**src/design/wsp_pkg.sv**
```systemverilog
`default_nettype none
// ----------------------------------------------------------------------------
// wsp_pkg
// Shared codes, chunk tags and controller/datapath interface types for the
// WAV stream parser.
// ----------------------------------------------------------------------------
package wsp_pkg;

    // result kinds
    localparam logic [1:0] KIND_SAMPLE = 2'd0;
    localparam logic [1:0] KIND_FORMAT = 2'd1;
    localparam logic [1:0] KIND_ERROR  = 2'd2;
    localparam logic [1:0] KIND_END    = 2'd3;

    // error codes
    localparam logic [2:0] ERR_NONE      = 3'd0;
    localparam logic [2:0] ERR_NOT_WAVE  = 3'd1;
    localparam logic [2:0] ERR_FMT_SHORT = 3'd2;
    localparam logic [2:0] ERR_NOT_PCM   = 3'd3;
    localparam logic [2:0] ERR_BITS      = 3'd4;
    localparam logic [2:0] ERR_BYTE_RATE = 3'd5;
    localparam logic [2:0] ERR_ALIGN     = 3'd6;
    localparam logic [2:0] ERR_TRUNCATED = 3'd7;

    // four-character ids as read little-endian
    localparam logic [31:0] TAG_RIFF = 32'h4646_4952;
    localparam logic [31:0] TAG_WAVE = 32'h4556_4157;
    localparam logic [31:0] TAG_FMT  = 32'h2074_6D66;
    localparam logic [31:0] TAG_DATA = 32'h6174_6164;

    localparam logic [31:0] FMT_BODY_LEN = 32'd16;
    localparam logic [15:0] FMT_TAG_PCM  = 16'd1;

    typedef struct packed {
        logic       push;
        logic [1:0] kind;
        logic [2:0] err;
        logic       last_chunk;
    } t_res_cmd;

    typedef struct packed {
        logic     restart;
        logic     shift;
        logic     clr_field;
        logic     inc_field;
        logic     load_left;
        logic     load_left_fmt;
        logic     dec_left;
        logic     set_pad;
        logic     clr_fmt;
        logic     fmt_store;
        logic     mul1;
        logic     mul2;
        logic     set_seen_fmt;
        logic     set_seen_data;
        t_res_cmd res_a;
        t_res_cmd res_b;
    } t_dp_cmd;

    typedef struct packed {
        logic       is_riff;
        logic       is_wave;
        logic       is_fmt;
        logic       is_data;
        logic       lt16;
        logic       w_zero;
        logic       field_last;
        logic       fmt_last;
        logic       left_one;
        logic       left_zero;
        logic       odd;
        logic [2:0] fmt_err;
    } t_dp_status;

    typedef struct packed {
        logic [1:0]  kind;
        logic [7:0]  sample;
        logic        last_chunk;
        logic [2:0]  err;
        logic [15:0] channels;
        logic [31:0] rate;
        logic [15:0] bits;
        logic        fmt_seen;
        logic        smp_seen;
        logic        last_result;
    } t_result;

endpackage
`default_nettype wire

```
**src/design/wsp_ctrl.sv**
```systemverilog
`default_nettype none
// ----------------------------------------------------------------------------
// wsp_ctrl
// Parse phase machine and multiply/check sequencer; drives the datapath.
// ----------------------------------------------------------------------------
module wsp_ctrl (
    input  logic                i_clk,
    input  logic                i_rst_n,
    input  logic                i_in_valid,
    output logic                o_in_ready,
    input  logic                i_start_of_file,
    input  logic                i_end_of_file,
    input  logic                i_room2,
    input  wsp_pkg::t_dp_status i_status,
    output wsp_pkg::t_dp_cmd    o_cmd
);
    import wsp_pkg::*;

    localparam logic [1:0] SEQ_IDLE  = 2'd0;
    localparam logic [1:0] SEQ_MUL1  = 2'd1;
    localparam logic [1:0] SEQ_MUL2  = 2'd2;
    localparam logic [1:0] SEQ_CHECK = 2'd3;

    localparam logic [3:0] PH_RIFF     = 4'd0;
    localparam logic [3:0] PH_RSIZE    = 4'd1;
    localparam logic [3:0] PH_WAVE     = 4'd2;
    localparam logic [3:0] PH_ID       = 4'd3;
    localparam logic [3:0] PH_SZ_FMT   = 4'd4;
    localparam logic [3:0] PH_SZ_DATA  = 4'd5;
    localparam logic [3:0] PH_SZ_OTHER = 4'd6;
    localparam logic [3:0] PH_FMT      = 4'd7;
    localparam logic [3:0] PH_DATA     = 4'd8;
    localparam logic [3:0] PH_SKIP     = 4'd9;

    logic [1:0] r_seq;
    logic [1:0] n_seq;
    logic [3:0] r_phase;
    logic [3:0] n_phase;
    logic       r_halted;
    logic       n_halted;
    logic       r_eof;
    logic       n_eof;
    logic       accept;
    logic       defer;
    logic [3:0] eff_phase;
    logic       eff_halted;
    t_dp_cmd    cmd;
    t_res_cmd   eof_res;

    function automatic t_res_cmd mk_res(input logic [1:0] kind, input logic [2:0] err,
                                        input logic last_chunk);
        t_res_cmd r;
        r.push       = 1'b1;
        r.kind       = kind;
        r.err        = err;
        r.last_chunk = last_chunk;
        return r;
    endfunction

    assign o_in_ready = (r_seq == SEQ_IDLE) && i_room2;
    assign accept     = i_in_valid && o_in_ready;
    assign eff_phase  = i_start_of_file ? PH_RIFF : r_phase;
    assign eff_halted = i_start_of_file ? 1'b0 : r_halted;
    assign o_cmd      = cmd;

    always_comb begin
        n_seq    = r_seq;
        n_phase  = r_phase;
        n_halted = r_halted;
        n_eof    = r_eof;
        defer    = 1'b0;
        cmd      = '0;
        eof_res  = '0;
        unique case (r_seq)
            SEQ_IDLE: begin
                if (accept) begin
                    cmd.restart = i_start_of_file;
                    n_phase     = eff_phase;
                    n_halted    = eff_halted;
                    if (!eff_halted) begin
                        unique case (eff_phase) inside
                            PH_RIFF, PH_RSIZE, PH_WAVE, PH_ID,
                            PH_SZ_FMT, PH_SZ_DATA, PH_SZ_OTHER: begin
                                cmd.shift = 1'b1;
                                if (!i_status.field_last) begin
                                    cmd.inc_field = 1'b1;
                                end else begin
                                    cmd.clr_field = 1'b1;
                                    unique case (eff_phase)
                                        PH_RIFF: begin
                                            if (!i_status.is_riff) begin
                                                cmd.res_a = mk_res(KIND_ERROR, ERR_NOT_WAVE, 1'b0);
                                                n_halted  = 1'b1;
                                            end else begin
                                                n_phase = PH_RSIZE;
                                            end
                                        end
                                        PH_RSIZE: n_phase = PH_WAVE;
                                        PH_WAVE: begin
                                            if (!i_status.is_wave) begin
                                                cmd.res_a = mk_res(KIND_ERROR, ERR_NOT_WAVE, 1'b0);
                                                n_halted  = 1'b1;
                                            end else begin
                                                n_phase = PH_ID;
                                            end
                                        end
                                        PH_ID: begin
                                            if (i_status.is_fmt) begin
                                                n_phase = PH_SZ_FMT;
                                            end else if (i_status.is_data) begin
                                                n_phase = PH_SZ_DATA;
                                            end else begin
                                                n_phase = PH_SZ_OTHER;
                                            end
                                        end
                                        PH_SZ_FMT: begin
                                            if (i_status.lt16) begin
                                                cmd.res_a = mk_res(KIND_ERROR, ERR_FMT_SHORT, 1'b0);
                                                n_halted  = 1'b1;
                                            end else begin
                                                cmd.load_left_fmt = 1'b1;
                                                cmd.clr_fmt       = 1'b1;
                                                n_phase           = PH_FMT;
                                            end
                                        end
                                        PH_SZ_DATA: begin
                                            cmd.set_seen_data = 1'b1;
                                            cmd.load_left     = 1'b1;
                                            n_phase = i_status.w_zero ? PH_ID : PH_DATA;
                                        end
                                        default: begin
                                            cmd.load_left = 1'b1;
                                            n_phase = i_status.w_zero ? PH_ID : PH_SKIP;
                                        end
                                    endcase
                                end
                            end
                            PH_FMT: begin
                                cmd.fmt_store = 1'b1;
                                if (i_status.fmt_last) begin
                                    cmd.clr_field = 1'b1;
                                    n_seq         = SEQ_MUL1;
                                    n_eof         = i_end_of_file;
                                    defer         = 1'b1;
                                end else begin
                                    cmd.inc_field = 1'b1;
                                end
                            end
                            PH_DATA, PH_SKIP: begin
                                cmd.dec_left = 1'b1;
                                if (eff_phase == PH_DATA) begin
                                    cmd.res_a = mk_res(KIND_SAMPLE, ERR_NONE,
                                                       i_status.left_one);
                                end
                                if (i_status.left_one) begin
                                    // chunk done: odd sizes skip one pad byte
                                    cmd.clr_field = 1'b1;
                                    if (i_status.odd) begin
                                        cmd.set_pad = 1'b1;
                                        n_phase     = PH_SKIP;
                                    end else begin
                                        n_phase = PH_ID;
                                    end
                                end
                            end
                            default: n_halted = 1'b1;
                        endcase

                        if (!n_halted && !defer && i_end_of_file) begin
                            if (((n_phase == PH_ID) && cmd.clr_field) || (n_phase == PH_SKIP)) begin
                                eof_res = mk_res(KIND_END, ERR_NONE, 1'b0);
                            end else begin
                                eof_res = mk_res(KIND_ERROR, ERR_TRUNCATED, 1'b0);
                            end
                            n_halted = 1'b1;
                            if (cmd.res_a.push) begin
                                cmd.res_b = eof_res;
                            end else begin
                                cmd.res_a = eof_res;
                            end
                        end
                    end
                end
            end
            SEQ_MUL1: begin
                cmd.mul1 = 1'b1;
                n_seq    = SEQ_MUL2;
            end
            SEQ_MUL2: begin
                cmd.mul2 = 1'b1;
                n_seq    = SEQ_CHECK;
            end
            SEQ_CHECK: begin
                n_seq = SEQ_IDLE;
                if (i_status.fmt_err != ERR_NONE) begin
                    cmd.res_a = mk_res(KIND_ERROR, i_status.fmt_err, 1'b0);
                    n_halted  = 1'b1;
                end else begin
                    cmd.set_seen_fmt = 1'b1;
                    cmd.res_a        = mk_res(KIND_FORMAT, ERR_NONE, 1'b0);
                    if (!i_status.left_zero) begin
                        n_phase = PH_SKIP;
                    end else if (i_status.odd) begin
                        cmd.set_pad = 1'b1;
                        n_phase     = PH_SKIP;
                    end else begin
                        n_phase = PH_ID;
                    end
                    // body ended on a boundary, so end of file here is clean
                    if (r_eof) begin
                        cmd.res_b = mk_res(KIND_END, ERR_NONE, 1'b0);
                        n_halted  = 1'b1;
                    end
                end
            end
        endcase
    end

    always_ff @(posedge i_clk) begin
        r_eof <= n_eof;
        if (!i_rst_n) begin
            r_seq    <= SEQ_IDLE;
            r_phase  <= PH_RIFF;
            r_halted <= 1'b0;
        end else begin
            r_seq    <= n_seq;
            r_phase  <= n_phase;
            r_halted <= n_halted;
        end
    end

endmodule
`default_nettype wire

```
**config.mk**
```make
export PLATFORM = sky130hd
export DESIGN_NAME = wsp_ctrl
export DESIGN_NICKNAME = d
export VERILOG_FILES = /design/src/design/wsp_pkg.sv /design/src/design/wsp_ctrl.sv
export SDC_FILE = /design/constraint.sdc
export NUM_CORES = 1
export LEC_CHECK = 0
export ABC_AREA = 1
export BUFFER_PORTS_ARGS = -buffer_cell sky130_fd_sc_hd__buf_4
export CORE_MARGIN = 5
export CORE_UTILIZATION = 50
export DETAILED_ROUTE_END_ITERATION = 10
export PLACE_DENSITY = 0.84
export SYNTH_ARGS = -nofsm -noshare
export SYNTH_HDL_FRONTEND = slang
export SYNTH_SLANG_ARGS = --single-unit
export TNS_END_PERCENT = 5
```
**constraint.sdc**
```tcl
create_clock -name i_clk -period 3.4 [get_ports i_clk]
set_input_delay 0.51 -clock i_clk [delete_from_list [all_inputs] [get_ports i_clk]]
set_output_delay 0.51 -clock i_clk [all_outputs]
set_load 0.005 [all_outputs]
```
[Word-level counts from Yosys, hierarchy flattened]
Cells that the tools add are included.
Word-level totals
  ROM bits: 0
  output and inout bits: 29
  bits in latches: 0
  word-level logic and storage cells: 147
  register bits after elaboration: 8
  memories kept: 0
  input port bits: 20
  bits in writable memories: 0
Cells by class
  add/sub/neg operators: 0
  multiply operators: 0
  bitwise operators: 1
  shifts and indexed selects: 0
  eq/ne operators: 20
  $lt $le $gt $ge: 0
  muxes and demuxes: 102
  reduce and logical (&&, ||, !) cells: 20
  divide/modulo/power cells: 0
Operator list (number)
  2-to-1 mux 7 bit: 12
  2-to-1 mux 4 bit: 16
  2-to-1 mux 1 bit: 43
  2-to-1 mux 15 bit: 2
  one-hot mux 14 bit (2 select lines): 1
  one-hot mux 4 bit (6 select lines): 1
  one-hot mux 7 bit (3 select lines): 1
  2-to-1 mux 2 bit: 10
  == test 4 x 3 -> 1 bit (second input constant): 4
  one-hot mux 4 bit (2 select lines): 2
  2-to-1 mux 14 bit: 1
  one-hot mux 7 bit (2 select lines): 1
  == test 4 x 2 -> 1 bit (second input constant): 3
  == test 4 bit (second input constant): 3
  2-to-1 mux 10 bit: 1
  2-to-1 mux 9 bit: 1
  2-to-1 mux 8 bit: 1
  != test 2 bit (second input constant): 4
  one-hot mux 1 bit (2 select lines): 4
  one-hot mux 2 bit (4 select lines): 1
  OR reduction 7 bit: 1
  2-to-1 mux 6 bit: 1
  one-hot mux 1 bit (3 select lines): 2
  AND reduction 3 bit: 2
  19 further kinds: 25

[Logic depth before layout (Yosys ltp)]
Gate-level depths: netlist of run 1.
  depth in word-level cells: 17
  mapped depth: 15
  mapped depth without buffers: 14

[Worst setup path after synthesis of run 1]
Ideal clock, no wire load.
  path type: in2out
  from: input port i_start_of_file
  to: output port o_cmd[2] (netlist name)
  data arrival time: 1.695 ns
  cell stages on the path: 15
  buffers on the path: 1
  setup slack: 1.195 ns
  data required time: 2.890 ns
  path through: inv_4 nand2_1 nor2_1 nand2_1 o21ai_1 inv_1 nand2_1 nand2_1 nand2_1 nand2_1 nor2_2 nand2_2 nand2_1 inv_1 buf_4
RTL lines
  from (decl): RTL line wsp_ctrl.sv:11  | input logic i_start_of_file,
  to (decl): RTL line wsp_ctrl.sv:15  | output wsp_pkg::t_dp_cmd o_cmd

==> impl_metrics.csv, run 1 <==
group,metric,value,unit
sta,final.setup.tns,0,ns
clocking,cts_tree,"done",
floorplanning,design.die.area,0.00365,mm²
sta,slew_violations,0,
power_and_ir_drop,power_density,403,mW/mm²
job,maxCapViolCount,0,
synthesis,yosys_warnings,0,
clocking,clockBufferDepth,2,
clocking,cts_buffers,3,
place,gp_congestion,0.897,
critical_path,crit_type,"register to output port",
sta,fin_crit,2.72,ns
clocking,cts_hold_buf,0,
detailed_routing,drc,0,
synthesis,ys_async_sr_fraction,0,
grt,grt_use_met1,0.292,
synthesis,synth_top_area_cell,"nand2_1",
grt,antenna_found_initial,0,
detailed_routing,wl_per_cell,12.1,µm
grt,grt_pass1_wl,6150,µm
grt,busiest_layer,"met2",
detailed_routing,via_per_inst,5.16,
detailed_routing,drt_wl_total,3630,µm
floorplanning,core_area,0.00245,mm²
run_status,status,"finished clean",
place,io_buffer_count,47,
detailed_routing,drt_iter0_drc,78,
floorplanning,die_h,60.4,µm
place,hpwl,3100,µm
synthesis,syn-num-nets,250,
sta,finClkSkew,0.0113,ns
clocking,clk_latency,0.25,ns
grt,overflow,0,
synthesis,syn-cell-area,0.00127,mm²
final_layout,antenna_cells,0,
synthesis,synthCells,226,
final_layout,drive_gt1_frac,0.290,
critical_path,critPathArrivalTime,2.21,ns
detailed_routing,vias,1542,
grt,met2_usage,0.356,
clocking,clkTransAtPathRegs,0.06,ns
clocking,htree_levels,1,
sta,rsz0062_at_grt,"false",
grt,met3_usage,0.0213,
power_and_ir_drop,leakage,0.885,nW
synthesis,synth_edf_count,1,
synthesis,yosysMostFrequentCell,"nand2_1",
critical_path,crit_path_end_kind,"output port",
synthesis,postSynthAreaPerCell,5.62,µm²
critical_path,cp.required,2.89,ns
synthesis,yosysSeqAreaShare,0.134,
grt,grt_usage,0.216,
sta,finalHoldViolations,0,
clocking,postCtsSetupRepairBufs,0,
clocking,cts-root-buf,"clkbuf_4",
floorplanning,initial_core_util,0.518,
synthesis,synth_top_cell_area_share,0.168,
sta,fin_crit_sh,0.800,
final_layout,multiInputGateArea,887,µm²
synthesis,ys_types,34,
floorplanning,io_pins,49,
synthesis,synthTopCellsByArea,"nand2_1 (17%), inv_1 (12%), dfxtp_1 (11%)",
final_layout,areaGrowthSynthToFinish,28.5,%
floorplanning,die_w,60.4,µm
power_and_ir_drop,vdd_ir_drop_max,0.000465,V
min_path,min_path_type,"primary input to register",
grt,first_global_vias,1449,
sta,max_freq,0.368,GHz
detailed_routing,first_pass_iters,4,
critical_path,start_kind,"register",
critical_path,cp_max_fo,9,
final_layout,seq_area,170,µm²
detailed_routing,ant_nets,0,
synthesis,synthFlopType,"dfxtp_1",
sta,setup_viol,0,
grt,grt_start_max_net_pins,12,
clocking,cts_sinks,8,
final_layout,n_fill_cell,242,
sta,finalWorstSetupSlack,0.680,ns
floorplanning,rows,18,
synthesis,ys_ff_latch,8,
final_layout,nets,294,
synthesis,synthTopCellsByCount,"nand2_1 (57), inv_1 (39), nor2_1 (26), a21oi_1 (13), nand3_1 (9)",
clocking,postCtsResizedCells,0,
place,dp_slack,0.794,ns
[state kept, by name, indices dropped and copies added (netlist names)]
name / cells
r_seq: 2
r_halted: 1
r_eof: 1
r_phase: 4
[report_power, final]
group	switching, mW	total [mW]	internal, mW
logic	0.267	0.441	0.174
clock network	0.0294	0.0741	0.0447
registers	0.0261	0.144	0.118
[path summary, 6_finish.rpt]
kind,start,to,slack (ns),cells after the start
max,r_phase[1],o_cmd[4],0.68,12
min,i_end_of_file,r_eof,0.45,1
max reg2reg,r_seq[1],r_seq[1],1.36,11
min reg2reg,r_halted,r_halted,0.51,2
[metrics by stage]
stage           util  std cells  cell area (µm²)  total power [mW]  hold slack [ns]
6_report       0.666        299             1630             0.659            0.447
5_1_grt        0.666        299             1630             0.731            0.434
4_1_cts        0.666        299             1630             0.661            0.444
3_5_place_dp   0.655        295             1610             0.583            0.498
3_3_place_gp   0.655        295             1610             0.577            0.499
2_1_floorplan      -        226             1270             0.433            0.463
[critical path, cell delays in order (launching register included)]
cell and delay [ns]:
dfxtp_1 0.55, nand2_1 0.17, nor2_1 0.14, nand3b_1 0.09, o21ai_1 0.12, nand2_2 0.11, nand3_2 0.12, nand2_2 0.07
nor2_2 0.09, inv_1 0.06, a21oi_2 0.15, a21boi_2 0.17, buf_4 0.11
[cells in the final DEF (no fill, tap or decap), types with 5 or more instances in the layout]
| cell type | count |
|---|---|
| o21ai_0 | 6 |
| nor3_1 | 6 |
| o211ai_1 | 5 |
| dfxtp_1 | 7 |
| a21oi_1 | 13 |
| nand2_2 | 6 |
| nor2_1 | 26 |
| nor2_2 | 6 |
| inv_1 | 39 |
| nand4_1 | 6 |
| buf_4 | 47 |
| nand2_1 | 57 |
| nand3_1 | 9 |
[cell type report]
type | instances | area share
well taps | 30 | 0.0230
multi-input cells | 168 | 0.543
repair buffers | 47 | 0.216
clock buffers | 4 | 0.0161
inverters | 42 | 0.0980
flip-flops and latches | 8 | 0.104
[metal layers]
layer	wire, µm	part of all wire
met5	0	0
met4	39	0.011
met3	283	0.078
met2	1740	0.48
met1	1570	0.43
[cell families after synthesis]
family | synth area share
simple gates | 0.467
buf+inv | 0.168
compound gates | 0.189
flops | 0.134
fa+ha+maj | 0.0394
other cells | 0.00295
(Power assumes the default switching activity.)
==> run 2: changes to the inputs <==
ABC_AREA = 0   (was 1)
CORE_UTILIZATION = 44   (was 50)
PLACE_DENSITY = 0.8   (was 0.84)
clock period = 2.3 ns   (was 3.4 ns; I/O delays follow)
==> run 2 against run 1 <==
Net effect:
- sequential share of layout area shrank 0.39 points
- combinational power shrank 58%
- flip-flop and latch count is the same
- final cell count shrank 9.4%
- the flow now finishes with violations (negative setup slack)
- global-route usage shrank 0.28 points
- synthesized cell count shrank 19%
- worst hold slack lost 0.17 ns
- design area grew 15%
- count of clock-buffer cells in the layout is the same
- non-clock buffer count grew 23
==> impl_metrics.csv, run 2 <==
group,metric,value,unit
run_status,status,"finished with violations",
run_status,violations,"negative setup slack",
synthesis,yosys_warnings,0,
synthesis,synthFlopType,"dfxtp_1",
clocking,htree_levels,1,
critical_path,cp.required,1.96,ns
power_and_ir_drop,vdd_ir_drop_max,0.000257,V
grt,grt_pass1_wl,7090,µm
floorplanning,rows,19,
final_layout,final_cell_area,0.00187,mm²
final_layout,reg.largest.list,"r_phase (4), r_seq (2)",
place,gp_congestion,0.945,
floorplanning,core_area,0.00269,mm²
job,maxCapViolCount,0,
synthesis,syn-cell-area,0.00121,mm²
synthesis,ys_async_sr_fraction,0,
grt,first_global_vias,1509,
synthesis,ys_types,54,
synthesis,yosysSeqAreaShare,0.140,
final_layout,n_fill_cell,212,
floorplanning,die_w,62.5,µm
detailed_routing,ant_nets,0,
power_and_ir_drop,power_density,241,mW/mm²
synthesis,synth_top_area_cell,"dfxtp_1",
critical_path,path_delay_family,"compound AO/OA/AOI/OAI gates",
power_and_ir_drop,leakage,0.816,nW
sta,slew_violations,0,
clocking,cts_buffers,3,
final_layout,nets,265,
clocking,clockBufferDepth,2,
power_and_ir_drop,power,0.452,mW
detailed_routing,drc,0,
critical_path,crit_path_end_kind,"output port",
final_layout,final_core_util,0.697,
detailed_routing,wl_per_cell,15.8,µm
critical_path,crit_slowest_cell,"dfxtp_4",
synthesis,synthTopCellsByArea,"dfxtp_1 (12%), a21oi_1 (5.8%), nor2_1 (5.6%)",
place,hpwl,3100,µm
synthesis,synthTopCellsByCount,"nor2_1 (18), nand2_1 (16), a21oi_1 (14), inv_1 (9)",
clocking,cts-root-buf,"clkbuf_4",
final_layout,antenna_cells,0,
final_layout,largest_reg_flops,4,
sta,finClkSkew,0.0122,ns
detailed_routing,via_per_inst,5.99,
clocking,cts_hold_buf,0,
critical_path,cp_cell_sequence,"buf_6 > nor4_4 > o21ai_2 > o221ai_2 > o211ai_1 > buf_4 > a21oi_4 > o2bb2ai_1 > buf_4",
final_layout,layout_common_cells,"buf_4 (68), nand2_1 (16), nor2_1 (14)",
critical_path,cpMostUsedCell,"buf_4",
critical_path,cp.buffers_inverters,3,
sta,fin_crit,2.39,ns
floorplanning,initial_core_util,0.451,
place,dpl_cell_area,0.00162,mm²
clocking,clkTransAtPathRegs,0.06,ns
floorplanning,design.die.area,0.00390,mm²
grt,antenna_found_initial,0,
clocking,cts_tree,"done",
synthesis,synthCells,182,
place,io_buffer_count,47,
sta,finalHoldViolations,0,
sta,holdWs,0.277,ns
final_layout,stdcell_count,271,
final_layout,drive_gt1_frac,0.450,
floorplanning,die_h,62.5,µm
sta,max_freq,0.418,GHz
place,dp.cells,258,
detailed_routing,vias,1624,
min_path,min_path_type,"primary input to register",
critical_path,critPathMaxStageDelay,0.37,ns
detailed_routing,first_pass_iters,4,
critical_path,crit_type,"register to output port",
floorplanning,io_pins,49,
grt,grt_usage,0.213,
grt,grt_start_max_net_pins,20,
grt,overflow,0,
final_layout,areaGrowthSynthToFinish,54.5,%
critical_path,critPathArrivalTime,2.05,ns
synthesis,postSynthAreaPerCell,6.65,µm²
sta,setup_viol,10,
sta,finalWorstSetupSlack,-0.0907,ns
critical_path,start_kind,"register",
synthesis,syn-num-nets,206,
final_layout,layout_commonest_cell,"buf_4",
final_layout,regMostFlops,"r_phase",
critical_path,cp_max_fo,8,
synthesis,yosysMostFrequentCell,"nor2_1",
synthesis,ys_ff_latch,8,
synthesis,synth_top_cell_area_share,0.116,
clocking,clk_latency,0.26,ns
detailed_routing,drt_wl_total,4290,µm
sta,rsz0062_at_grt,"true",
clocking,cts_sinks,8,
detailed_routing,drt_iter0_drc,58,
synthesis,synth_edf_count,1,
sta,fin_crit_sh,1.04,
==> run 2: changes by cell type after synthesis, moves of 4 or more <==
cell	change
nor2_1	-8
inv_1	-30
nor2_2	-6
nor2b_1	+7
nand4_1	-4
nand2_1	-41
clkbuf_1	+6
and3_1	+4
nor4_1	+4
nand3_2	-4
nand2b_1	+6
nand2_2	-6
==> run 2: repair_timing <==
item | CTS | global route
resized for setup | 26 | 13
pin swaps | 12 | 7
endpoints found under the setup margin | 12 | 17
setup buffers | 6 | 3
==> run 2: through the flow <==
step	TNS [ns]	worst slack [ns]
floorplan	0	0.227
global placement	0	0.155
detailed placement	0	0.110
CTS	-0.119	-0.0424
global route	-1.52	-0.213
finish	-0.440	-0.0907
==> run 2: path summary, 6_finish.rpt <==
| path | cells after the start | slack (ns) | startpoint | end |
|---|---|---|---|---|
| setup / recovery | 9 | -0.09 | r_phase[3] | o_cmd[4] |
| hold / removal | 1 | 0.28 | i_end_of_file | r_eof |
| setup reg to reg | 6 | 0.55 | r_phase[2] | r_phase[3] |
| hold reg to reg | 2 | 0.53 | r_seq[0] | r_seq[0] |
==> run 2: cells by family after synthesis <==
family          count (synthesis)  share of synthesized area
mux                             2                     0.0165
fa+ha+maj                       4                     0.0413
compound gates                 58                      0.321
flops                           8                      0.140
buf+inv                        25                      0.103
other cells                     1                    0.00310
simple gates                   84                      0.374
==> run 2: worst register-to-register path, cell delays in order (launching register included) <==
cell and delay, ns:
dfxtp_4 0.37, or4b_1 0.50, a32oi_1 0.17, inv_1 0.12, buf_4 0.15, a221oi_1 0.26, nor2b_1 0.07
==> run 2: where the power goes <==
part	switching [mW]	internal, mW	leakage [nW]	total [mW]
combinational	0.0929	0.0908	0.731	0.184
sequential	0.00714	0.142	0.0699	0.149
clock	0.0520	0.0666	0.0150	0.119
==> run 2: layout make-up <==
type,count,area (µm²),area share
inverters,9,33.8,0.0180
multi-input cells,149,1050,0.562
well taps,31,38.8,0.0207
repair buffers,70,533,0.285
clock buffers,4,26.3,0.0140
flip-flops and latches,8,188,0.100
==> run 2: per-layer routing <==
metal,vias up,track usage,wire [µm]
li1,781,-,-
met1,753,0.276,1840
met2,79,0.355,2060
met3,11,0.0252,292
met4,0,0.0875,93
met5,-,0,0
==> run 3: changes to the inputs <==
BUFFER_PORTS_ARGS = -buffer_cell sky130_fd_sc_hd__buf_2   (was -buffer_cell sky130_fd_sc_hd__buf_4)
GPL_TIMING_DRIVEN = 0   (was unset)
==> run 3 against run 2 <==
Net effect:
- count of clock-buffer cells in the layout stayed put
- sequential power is essentially flat
- critical path type unchanged
- the flow still finishes with violations (negative setup slack)
- largest cell class unchanged
- global-route usage increased by 0.35 points
- critical endpoint is now o_cmd[2]
==> impl_metrics.csv, run 3 (synthesized netlist as in run 2, its figures left out) <==
group,metric,value,unit
floorplanning,core_area,0.00269,mm²
final_layout,antenna_cells,0,
sta,final.setup.tns,-0.671,ns
place,hpwl,3010,µm
place,dpl_cell_area,0.00148,mm²
floorplanning,rows,19,
final_layout,nets,263,
clocking,cts_sinks,8,
grt,overflow,0,
sta,fin_crit_sh,1.05,
grt,grt_usage,0.217,
power_and_ir_drop,pwr-share-comb,0.386,
critical_path,crit_path_end_kind,"output port",
power_and_ir_drop,leakage,0.792,nW
grt,first_global_vias,1589,
clocking,cts_tree,"done",
detailed_routing,wl_per_cell,17.1,µm
power_and_ir_drop,p_int,0.284,mW
final_layout,largest_reg_flops,4,
critical_path,cp_max_fo,7,
floorplanning,initial_core_util,0.451,
floorplanning,io_pins,49,
sta,finClkSkew,0.00995,ns
sta,slew_violations,0,
detailed_routing,ant_nets,0,
grt,grt_start_max_net_pins,11,
min_path,min_path_type,"primary input to register",
final_layout,layout_common_cells,"buf_2 (45), nand2_1 (16), nor2_1 (14), a21oi_1 (14), buf_4 (13)",
power_and_ir_drop,p_clk_frac,0.267,
sta,maxSlewHeadroom,0.661,
grt,antenna_found_initial,0,
detailed_routing,first_pass_iters,4,
sta,rsz0062_at_grt,"true",
final_layout,areaGrowthSynthToFinish,49.5,%
sta,finalHoldViolations,0,
clocking,clockBufferDepth,2,
sta,finalWorstSetupSlack,-0.114,ns
detailed_routing,drt_iter0_drc,173,
final_layout,regMostFlops,"r_phase",
clocking,cts_buffers,3,
clocking,cts-root-buf,"clkbuf_4",
floorplanning,design.die.area,0.00390,mm²
final_layout,final_core_util,0.674,
final_layout,layout_commonest_cell,"buf_2",
final_layout,reg.largest.list,"r_phase (4), r_seq (2)",
clocking,clk_latency,0.26,ns
place,gp_congestion,0.899,
floorplanning,die_h,62.5,µm
detailed_routing,vias,1632,
detailed_routing,via_per_inst,6.07,
power_and_ir_drop,seq_power_share,0.347,
final_layout,final_cell_area,0.00181,mm²
run_status,status,"finished with violations",
job,maxCapViolCount,0,
clocking,htree_levels,1,
power_and_ir_drop,power_density,243,mW/mm²
power_and_ir_drop,swShare,0.354,
grt,grt_pass1_wl,7100,µm
sta,setup_viol,11,
floorplanning,die_w,62.5,µm
power_and_ir_drop,vdd_ir_drop_max,0.000251,V
run_status,violations,"negative setup slack",
detailed_routing,drc,0,
final_layout,stdcell_count,269,
critical_path,critPathArrivalTime,2.07,ns
sta,fin_crit,2.41,ns
clocking,cts_hold_buf,0,
critical_path,crit_type,"register to output port",
detailed_routing,drt_wl_total,4610,µm
sta,max_freq,0.414,GHz
final_layout,drive_gt1_frac,0.450,
clocking,clkTransAtPathRegs,0.06,ns
critical_path,start_kind,"register",
critical_path,cp.required,1.96,ns
place,io_buffer_count,46,
place,dp.cells,259,
power_and_ir_drop,p_switching,0.156,mW
sta,worst_pin_slew,0.509,ns
-- run 3: cell types whose count changed in the layout (fill, tap and decap cells not counted), sizes merged --
| cell | delta |
|---|---|
| clkbuf | +5 |
| buf | -7 |
-- run 3: critical path, cell delays in order, from the launching register on --
cell and delay (ns):
dfxtp_4 0.38, or4b_4 0.51, a32oi_1 0.17, inv_1 0.10, a21oi_4 0.20, a21oi_4 0.12
nor2_4 0.12, buf_4 0.12, buf_6 0.09
-- run 3: layout make-up --
class | instances | area, µm²
timing repair buffer | 53 | 295
multi-input combinational | 149 | 1120
fill | 235 | 876
inverter | 9 | 33.8
buffer | 15 | 108
tap | 31 | 38.8
sequential | 8 | 186
clock buffer | 4 | 26.3
-- run 3: worst paths after layout --
check / to / depth (start not counted) / slack, ns / start
worst max-delay path: o_cmd[2] / 8 / -0.11 / r_phase[2]
worst min-delay path: r_eof / 1 / 0.30 / i_end_of_file
worst max register to register: r_phase[3] / 8 / 0.33 / r_seq[0]
worst min register to register: r_seq[1] / 2 / 0.56 / r_seq[1]
-- run 3: per-layer routing --
metal	up-vias	routed length, µm	part of all wire	global-route usage
li1	777	-	-	-
met1	766	1950	0.42	0.266
met2	75	2230	0.48	0.360
met3	14	301	0.065	0.0378
met4	0	132	0.029	0.109
met5	-	0	0	0
-- run 3: power groups by stage --
| stage | logic, mW | registers [mW] | clock network [mW] |
|---|---|---|---|
| global placement | 0.130 | 0.151 | 0 |
| floorplan | 0.0823 | 0.150 | 0 |
| finish | 0.170 | 0.152 | 0.118 |
| CTS | 0.144 | 0.150 | 0.125 |
| detailed placement | 0.131 | 0.151 | 0 |
| global route | 0.182 | 0.153 | 0.135 |
-- run 3: metrics by stage --
| step | total power, mW | worst slack, ns | hold slack (ns) |
|---|---|---|---|
| global route | 0.470 | -0.208 | 0.279 |
| floorplan | 0.233 | 0.227 | 0.444 |
| CTS | 0.419 | -0.0684 | 0.287 |
| finish | 0.440 | -0.114 | 0.297 |
| global placement | 0.281 | -0.0476 | 0.545 |
| detailed placement | 0.282 | -0.0538 | 0.544 |
-- run 3: timing repair --
action / CTS / global route
pin swaps: 7 / 18
resized for setup: 33 / 32
setup buffers: 4 / 3
setup endpoints to repair: 14 / 16
